===== config.mk =====
export PLATFORM = sky130hd
export DESIGN_NAME = plpi_front
export DESIGN_NICKNAME = d
export VERILOG_FILES = /design/src/rtl/core/plpi_pkg.sv /design/src/rtl/core/plpi_front.sv
export SDC_FILE = /design/constraint.sdc
export NUM_CORES = 1
export LEC_CHECK = 0
export BUFFER_PORTS_ARGS = -buffer_cell sky130_fd_sc_hd__buf_2
export CORE_MARGIN = 5
export CORE_UTILIZATION = 50
export CTS_CLUSTER_SIZE = 30
export DETAILED_ROUTE_END_ITERATION = 8
export HOLD_SLACK_MARGIN = 0.06
export PLACE_DENSITY_LB_ADDON = 0.2
export SLEW_MARGIN = 20
export SYNTH_ARGS = -nofsm -noshare
export SYNTH_HDL_FRONTEND = slang
export SYNTH_SLANG_ARGS = --single-unit

===== constraint.sdc =====
create_clock -name clock -period 12.09 [get_ports clock]
set_clock_uncertainty 0.15 [all_clocks]
set_input_delay 1.8135 -clock clock [delete_from_list [all_inputs] [get_ports clock]]
set_output_delay 1.8135 -clock clock [all_outputs]
set_load 0.05 [all_outputs]

===== src/rtl/core/plpi_pkg.sv =====
// Package for the piecewise linear path interpolator: widths, codes, queue entry types.
// No dependencies.
`timescale 1ns / 1ps
`default_nettype none
package plpi_pkg;
   localparam int CoordW     = 32;
   localparam int Dim        = 3;
   localparam int MaxCorners = 16;
   localparam int CornerW    = 4;
   localparam int StepsW     = 10;
   localparam int CountW     = 5;
   localparam int IdxW       = 14;
   localparam int DiffW      = CoordW + 1;
   localparam int ProdW      = DiffW + StepsW + 1;
   localparam int RowW       = CoordW * Dim;

   localparam logic [0:0] CMD_WRITE = 1'b0;
   localparam logic [0:0] CMD_QUERY = 1'b1;
   localparam logic [0:0] REG_STEPS = 1'b0;
   localparam logic [0:0] REG_COUNT = 1'b1;

   typedef struct packed {
      logic [StepsW-1:0] steps;
      logic [IdxW-1:0]   total;
      logic              err;
      logic              idx_zero;
      logic              dir_chg;
      logic [StepsW-1:0] off;
      logic [CornerW-1:0] seg;
      logic [CornerW-1:0] dseg;
   } job_type;
endpackage
`default_nettype wire


===== src/rtl/core/plpi_front.sv =====
// Front end: classifies items, decodes a query into segment and offset.
// Depends on plpi_pkg.
`timescale 1ns / 1ps
`default_nettype none
module plpi_front import plpi_pkg::*; (
   input  wire logic               clock,
   input  wire logic               reset,
   input  wire logic               in_valid,
   output logic                    in_ready,
   input  wire logic [0:0]         cmd,
   input  wire logic [IdxW-1:0]    path_index,
   input  wire logic [StepsW-1:0]  steps_cfg,
   input  wire logic [CountW-1:0]  count_cfg,
   input  wire logic               q_ready,
   output logic                    q_valid,
   output job_type                 q_job
);
   // Stage 0 pipeline: compute total, then iterate division over one stage
   // using a reciprocal-free compare chain is too deep; instead divide by
   // subtracting multiples via a 4-bit quotient (segments < 16).
   logic [StepsW-1:0] steps;
   logic [CountW-1:0] cc;
   logic [IdxW-1:0]   total, idm1;
   logic              err;
   logic [CornerW-1:0] seg, dseg;
   logic [IdxW-1:0]   rem, drem;
   logic              v_ff;
   job_type           job_ff, job_in;

   // Quotient below 16: four restoring steps on narrow values.
   function automatic logic [CornerW+IdxW-1:0] div16(input logic [IdxW-1:0] n,
                                                     input logic [StepsW-1:0] s);
      logic [IdxW-1:0] r;
      logic [CornerW-1:0] q;
      logic [IdxW+CornerW-1:0] t;
      r = n;
      q = '0;
      for (int b = CornerW-1; b >= 0; b--) begin
         t = {{CornerW{1'b0}}, {(IdxW-StepsW){1'b0}}, s} << b;
         if ({{CornerW{1'b0}}, r} >= t) begin
            r = r - t[IdxW-1:0];
            q[b] = 1'b1;
         end
      end
      return {q, r};
   endfunction

   always_comb begin
      steps = (steps_cfg == '0) ? StepsW'(1) : steps_cfg;
      cc = (count_cfg == '0) ? CountW'(1) :
           (count_cfg > CountW'(MaxCorners)) ? CountW'(MaxCorners) : count_cfg;
      total = IdxW'(1) + IdxW'(cc - CountW'(1)) * IdxW'(steps);
      err = path_index >= total;
      idm1 = path_index - IdxW'(1);
      {seg, rem}   = div16(path_index, steps);
      {dseg, drem} = div16(idm1, steps);
      job_in.steps = steps;
      job_in.total = total;
      job_in.err = err;
      job_in.idx_zero = path_index == '0;
      job_in.dir_chg = (path_index == '0) || (drem == '0);
      job_in.off = rem[StepsW-1:0];
      job_in.seg = seg;
      job_in.dseg = (path_index == '0) ? '0 : dseg;
   end

   assign in_ready = !v_ff || q_ready;
   assign q_valid = v_ff;
   assign q_job = job_ff;

   always_ff @(posedge clock) begin
      if (reset) v_ff <= 1'b0;
      else if (in_ready) v_ff <= in_valid && cmd == CMD_QUERY;
      if (in_ready && in_valid && cmd == CMD_QUERY) job_ff <= job_in;
   end
endmodule
`default_nettype wire


**Yosys cells after proc, flatten, opt, wreduce, memory -nomap -nowiden**

Index checks and enable logic that the tools add are counted.

- Bits in registers: 46
- Input port bits: 34
- Output and inout bits: 47
- Word-level logic and storage cells: 60

- Add/sub/neg operators: 11
- $mul: 1
- Order comparisons: 10
- Multiplexer cells: 19
- Reduce and logical (&&, ||, !) cells: 10

Operator list:

| cell | number |
|---|---|
| $mux W14 | 7 |
| $ge A14 B10 Y1 | 2 |
| $ge A14 B11 Y1 | 2 |
| $ge A14 B12 Y1 | 2 |
| $ge A14 B13 Y1 | 2 |
| $logic_not A14 Y1 | 2 |
| $sub A14 B11 Y14 | 2 |
| $sub A14 B12 Y14 | 2 |
| $sub A14 B13 Y14 | 2 |
| $mux W10 | 2 |
| $add A1 B14 Y14 const A | 1 |
| $ge A14 B14 Y1 | 1 |
| $mul A6 B11 Y14 | 1 |
| $sub A14 B1 Y14 const B | 1 |
| $sub A14 B10 Y14 | 1 |
| $logic_not A10 Y1 | 1 |
| $mux W5 | 2 |
| $sub A10 B10 Y10 | 1 |
| $mux W1 | 8 |
| $sub A5 B1 Y6 const B | 1 |
| $gt A5 B5 Y1 const B | 1 |
| $logic_not A5 Y1 | 1 |
| $logic_and A1 B1 Y1 | 3 |
| $logic_or A1 B1 Y1 | 2 |
| $logic_not A1 Y1 | 1 |

**Longest topological paths before layout**

Gate-level depths: netlist of run 1.

- Depth after elaboration: 12
- Depth in mapped cells: 54
- Mapped depth without buffers: 49

**Least setup slack after synthesis of run 1**

OpenSTA, ideal clock, no wires.

- Kind: input to register
- From: in steps_cfg[8]
- To: reg job_ff, in the netlist q_job[10] (data pin)
- Setup time: 260 ps
- Arrival time: 11665 ps
- Data required time: 11680 ps
- Path slack: 15 ps
- Stages: 52
- Path buffers: 5
- Cell sequence: clkbuf_1 -> nor4_1 -> a41oi_1 -> inv_1 -> ha_1 -> nor2b_1 -> o21a_1 -> o21ai_0 -> a21oi_1 -> a211oi_2 -> inv_1 -> clkbuf_1 -> o21ai_0 -> fa_1 -> nor2b_1 -> o21ai_0 -> a21boi_0 -> o21ai_0 -> (+16 left out) -> nand3_1 -> a2111oi_2 -> buf_2 -> mux2i_1 -> fa_1 -> a21o_1 -> a21oi_1 -> o21bai_1 -> a21oi_1 -> o21bai_1 -> a21oi_1 -> a21boi_0 -> o21ai_0 -> nor4b_1 -> nand3_1 -> a2bb2oi_1 -> clkbuf_1 -> mux2_2

RTL lines:

| element | RTL line | text |
|---|---|---|
| from (decl) | plpi_front.sv:12 | `input wire logic [StepsW-1:0] steps_cfg,` |
| to (signal assigned) | plpi_front.sv:74 | `if (in_ready && in_valid && cmd == CMD_QUERY) job_ff <= job_in;` |
| to (decl) | plpi_front.sv:28 | `job_type job_ff, job_in;` |

==> impl_metrics.ini, run 1 <==
[worst_setup_path]
cp.required_ns = 11.99
cp-end-kind = flip-flop
critPathSlowestCell = fa_1
critPathMaxStageDelay_ns = 0.44
arrival_ns = 11.40
cp-start-kind = input port
critPathKind = input port to flip-flop
path_max_fanout = 10

[routing]
drtPass1Iterations = 5
vias = 7584
via_per_inst = 5.64
ant_nets = 0
routedWlPerCell_um = 17.0
drt_iter0_drc = 452
drc_errors = 0
routed_wl_um = 22900

[yosys]
netlist_top_cells_count = 126 x ha_1, 98 x inv_1, 89 x nand2_1, 67 x a21oi_1, 67 x nor2_1
syn_area_um2 = 8510
synth_cell_types = 73
postSynthAreaPerCell_um2 = 8.54
synth.most_common_cell = ha_1
synth-async-reset-ratio_pct = 0
yosysTopAreaCellShare_pct = 18.5
synth-edff-count = 45
synthFlopType = edfxtp_1
synth.area.top_cells = ha_1 19%, edfxtp_1 16%, fa_1 9.4%
yosys_warnings = 0
synth_seq_cells = 46
synth_cells = 996
seq_area_frac_synth_pct = 16.1
post-synth-top-area-cell = ha_1

[placement]
place.gp.congestion = 0.920
pre_cts_ws_ns = 0.0530
port_buffers = 80
place_hpwl_um = 18600

[clocking]
insertion_delay_ns = 0.30
cts_buffer_depth = 2
cts_root_buffer = clkbuf_16
cts_buffers = 5
cts_tree = built
cts_setup_buffers = 0
clkTransAtPathRegs_ns = 0.07
hold_buffers = 0
h-tree-depth = 2
cts.sinks = 46

[pwr]
power_frac_comb_pct = 82.1
pwr-share-clk_pct = 6.7
pwr-share-seq_pct = 11.2
power.leakage_nw = 4.55
p_int_w = 0.00124
p_sw_w = 0.00118
power.share.switching_pct = 48.8
vdd_ir_drop_max_v = 0.000163
p_per_area_nw_per_um2 = 247

[sta]
worst_pin_slew_ns = 0.957
fin_crit_ns = 11.50
setup-violations-final = 0
fin_ws_ns = 0.589
finalMaxSlewViolations = 0
period_share_pct = 95.1
finalHoldViolCount = 0
fmax_mhz = 87.0
slew_headroom_pct = 35.7
hold_ws_ns = 0.374

[die]
rows = 47
boundaryPins = 81
initial_utilization_pct = 51.1
fp.dieH_um = 140
coreArea_um2 = 16600
die_w_um = 140
die-area_um2 = 19700

[cells_and_area]
area_delta_synth_final_pct = 14.9
drive_above_1_share_pct = 18.9
antennaDiodeCount = 0
num-nets-final = 1324
fill_cells = 1549

[run_status]
status = finished, final reports clean

[flow_run]
cap_violations = 0

[grt]
grt.total_usage_pct = 22.8
grt_overflow = 0
grt_pass1_vias = 7413
grt_pass1_wl_um = 36800
antenna_found_initial = 0
grt_max_degree = 27

[hold_path]
min_path_type = flip-flop to flip-flop
==> flip-flops by register name (all words and copies together) (netlist names) <==
| name | count |
|---|---|
| q_job | 45 |
| q_valid | 1 |
==> cells by family (layout without fill, tap and decap cells) <==
logic type / Yosys count / after routing / synth area share [%]
simple gates: 305 / 305 / 18.0
compound gates: 228 / 228 / 17.9
fa+ha+maj: 167 / 167 / 28.1
buf+inv: 123 / 244 / 5.65
xor+xnor: 79 / 79 / 8.13
mux: 47 / 47 / 6.10
flops: 46 / 46 / 16.1
other cells: 1 / 9 / 0.0441
==> cells in the final DEF (no fill, tap or decap), drive strengths merged, types with 15 or more instances in the layout <==
cell type,instances
ha,126
nand4,19
mux2,36
a21o,23
a21oi,67
fa,40
xor2,24
buf,137
nor2,67
nor2b,22
nand2,89
xnor2,55
nor3,16
nand2b,15
inv,98
o21ai,46
edfxtp,45
==> metal layers <==
layer  vias to the layer above  share of wire [%]  GRT usage [%]
li1                       3800                  -              -
met1                      3568                 46           30.2
met2                       183                 47           39.3
met3                        33                4.1           2.32
met4                         0                2.5           6.78
met5                         -                  0              0
==> worst max-delay path: cells and delay by family <==
family	cells	cell delay [ns]
AO/OA/AOI/OAI	21	3.95
AND/OR/NAND/NOR	12	2.49
adder cells (fa/ha/maj)	5	1.69
buffers and inverters	5	0.72
multiplexers	2	0.53
XOR/XNOR	1	0.19
==> area by class of cell <==
class	count	area, µm²	share of cell area [%]
multi-input cells	835	6760	69.2
flip-flops and latches	46	1370	14.0
repair buffers	137	828	8.48
inverters	99	372	3.80
well taps	220	275	2.82
clock buffers	5	125	1.28
clock inverters	3	40.0	0.410
==> stage by stage <==
stage               std cells  cell area (µm²)  utilization, %  total power [W]  setup TNS [ns]
floorplan                1004             8540               -          0.00181               0
global placement         1337             9540            57.3          0.00220               0
detailed placement       1337             9540            57.3          0.00222               0
CTS                      1345             9700            58.3          0.00240               0
global route             1345             9770            58.7          0.00267          -0.266
finish                   1345             9770            58.7          0.00241               0
==> what timing repair did <==
action | in CTS | in global routing
hold endpoints to repair | 0 | 0
setup endpoints to repair | 0 | 13
resized for setup | 0 | 23
==> path summary, 6_finish.rpt <==
kind	slack [ns]	from	endpoint	cells past startpoint
max	0.59	path_index[1]	q_job[18]$_DFFE_PP_	46
min	0.37	q_valid$_SDFFE_PP0N_	q_valid$_SDFFE_PP0N_	2
max reg2reg	10.18	q_valid$_SDFFE_PP0N_	q_job[24]$_DFFE_PP_	3
min reg2reg	0.37	q_valid$_SDFFE_PP0N_	q_valid$_SDFFE_PP0N_	2
==> power by group through the flow <==
stage | Combinational, W | Sequential, W | Clock, W
5_1_grt | 0.00222 | 0.000274 | 0.000174
6_report | 0.00198 | 0.000270 | 0.000162
3_5_place_dp | 0.00195 | 0.000274 | 0
3_3_place_gp | 0.00193 | 0.000273 | 0
4_1_cts | 0.00197 | 0.000270 | 0.000166
2_1_floorplan | 0.00139 | 0.000412 | 0
Note: power is estimated with default switching activity, not from simulation.
==> run 2: changes to the inputs <==
ABC_AREA = 1   (was not set)
CTS_BUF_LIST = sky130_fd_sc_hd__clkbuf_16   (was not set)
==> run 2 against run 1 <==
Against the previous run:
- sequential share of layout area increased by 0.074 points
- final area decreased by 0.53%
- via count increased by 8.0%
- global-route usage decreased by 0.20 points
- clock power about the same
- first-iteration DRC count increased by 15%
- utilization decreased by 2.7 points
- worst setup slack improved by 0.56 ns
- final cell count increased by 15%
- register-to-register slack improved by 0.39 ns
- power increased by 3.9%
- largest cell class unchanged
==> impl_metrics.ini, run 2 <==
[cells_and_area]
area_delta_synth_final_pct = 9.26
most-common-layout-cells = 260 x nand2_1, 183 x inv_1, 126 x ha_1
post-route-cell-area_um2 = 9720
largest_reg_flops = 45
mostFrequentLayoutCell = nand2_1
num-nets-final = 1515
fin_util_pct = 56.0
fill_cells = 1670
antennaDiodeCount = 0
drive_above_1_share_pct = 13.4

[clocking]
cts-resized-gates = 0
cts_tree = built
cts.sinks = 46
cts_setup_buffers = 0
h-tree-depth = 2
cts_buffer_depth = 2
insertion_delay_ns = 0.29
cts_buffers = 5
clkTransAtPathRegs_ns = 0.07
cts_root_buffer = clkbuf_16
hold_buffers = 0

[routing]
routedWlPerCell_um = 14.9
routed_wl_um = 23000
drtPass1Iterations = 6
drt_iter0_drc = 520
drc_errors = 0
vias = 8188
ant_nets = 0
via_per_inst = 5.31

[yosys]
synth-edff-count = 45
netlist_top_cells_count = 260 x nand2_1, 184 x inv_1, 126 x ha_1, 91 x nor2_1, 90 x a21oi_1
synthFlopType = edfxtp_1
yosysTopAreaCellShare_pct = 17.7
post-synth-top-area-cell = ha_1
seq_area_frac_synth_pct = 15.4
syn_area_um2 = 8890
synth.area.top_cells = ha_1 18%, edfxtp_1 15%, nand2_1 11%
postSynthAreaPerCell_um2 = 7.20
yosys_warnings = 0
synth_cell_types = 58
synth_seq_cells = 46
synth.most_common_cell = nand2_1
synth_cells = 1236
synth-async-reset-ratio_pct = 0

[grt]
grt.total_usage_pct = 22.6
antenna_found_initial = 0
grt_overflow = 0
grt_max_degree = 46
grt_pass1_wl_um = 37700
grt_pass1_vias = 7760

[die]
die_w_um = 143
boundaryPins = 81
initial_utilization_pct = 51.2
coreArea_um2 = 17400
die-area_um2 = 20600
rows = 48
fp.dieH_um = 143

[placement]
place.gp.congestion = 0.948
place_hpwl_um = 18600
pre_cts_ws_ns = 0.773
placed_area_um2 = 9540
port_buffers = 80

[flow_run]
cap_violations = 0

[sta]
fin_ws_ns = 1.15
finalHoldViolCount = 0
fin_setup_tns_ns = 0
rsz0062_at_grt = false
setup-violations-final = 0
fin_crit_ns = 10.94
fmax_mhz = 91.4
finalMaxSlewViolations = 0
slew_headroom_pct = 48.5
worst_pin_slew_ns = 0.767
period_share_pct = 90.5

[worst_setup_path]
cp-start-kind = input port
r2r-start = q_valid$_SDFFE_PP0N_
ff2ff_path_depth = 4
cp.required_ns = 11.99
path_max_fanout = 15
critPathMaxStageDelay_ns = 0.48
reg2reg_slack_ns = 10.57
worstReg2RegEnd = q_job[14]$_DFFE_PP_
cp-end-kind = flip-flop
critPathKind = input port to flip-flop
critPathSlowestCell = fa_1
arrival_ns = 10.84
cp_common_cell = nand2_1

[hold_path]
hold_start = q_valid$_SDFFE_PP0N_
min_path_type = flip-flop to flip-flop
holdPathEnd = q_valid$_SDFFE_PP0N_
hold-path-cell-count = 4

[pwr]
vdd_ir_drop_max_v = 0.000159
power.leakage_nw = 5.02
p_per_area_nw_per_um2 = 258

[run_status]
status = finished, final reports clean
==> run 2: layout make-up <==
class	count	area, µm²	area share (%)
clock buffers	5	125	1.29
clock inverters	3	40.0	0.412
inverters	199	758	7.80
multi-input cells	973	6670	68.6
flip-flops and latches	46	1370	14.1
well taps	225	282	2.90
repair buffers	90	475	4.89
==> run 2: power by group <==
part	leakage [nW]	internal [W]	total [W]	switching, W
clock network	0.0836	0.0000970	0.000162	0.0000648
registers	0.427	0.000267	0.000273	0.00000673
logic	4.51	0.000770	0.00207	0.00130
total	5.02	0.00113	0.00251	0.00137
==> run 2: stage by stage <==
step	hold WS [ns]	cells	power, W
CTS	0.437	1541	0.00251
global route	0.467	1541	0.00280
global placement	0.425	1533	0.00230
detailed placement	0.430	1533	0.00233
floorplan	0.929	1244	0.00196
finish	0.431	1541	0.00251
==> run 2: worst max-delay path by stage <==
stage                        from             endpoint  slack, ns
floorplan           path_index[1]  q_job[18]$_DFFE_PP_       1.95
global placement    path_index[0]  q_job[18]$_DFFE_PP_       1.16
detailed placement  path_index[0]  q_job[18]$_DFFE_PP_       0.77
CTS                 path_index[0]  q_job[18]$_DFFE_PP_       1.05
global route        path_index[0]  q_job[18]$_DFFE_PP_       0.04
finish              path_index[0]  q_job[18]$_DFFE_PP_       1.15
==> run 2: cells by family (layout without fill, tap and decap cells) <==
family                     Yosys count  in the layout  share of synthesized area, %
AOI/OAI and AO/OA                  209            209                          13.4
buffers and inverters              225            297                          10.2
other                                1              9                        0.0422
DFF                                 46             46                          15.4
adders and majority gates          166            166                          26.7
xor gates and xnor gates            86             86                          8.55
and+or+nand+nor                    503            503                          25.7
==> run 2: metal layers <==
layer | wire (µm) | vias up | share of wire, % | track usage (%)
met4 | 399 | 0 | 1.7 | 4.91
met1 | 10700 | 3746 | 46 | 30.6
met5 | 0 | - | 0 | 0
li1 | - | 4211 | - | -
met2 | 10900 | 199 | 47 | 39.7
met3 | 1050 | 32 | 4.5 | 1.70
==> run 2: worst max-delay path, delay by kind of cell <==
| family | cells | cell delay [ns] |
|---|---|---|
| and+or+nand+nor | 34 | 4.32 |
| AOI/OAI and AO/OA | 11 | 1.91 |
| xor gates and xnor gates | 1 | 0.27 |
| buffers and inverters | 7 | 0.76 |
| adders and majority gates | 5 | 1.76 |
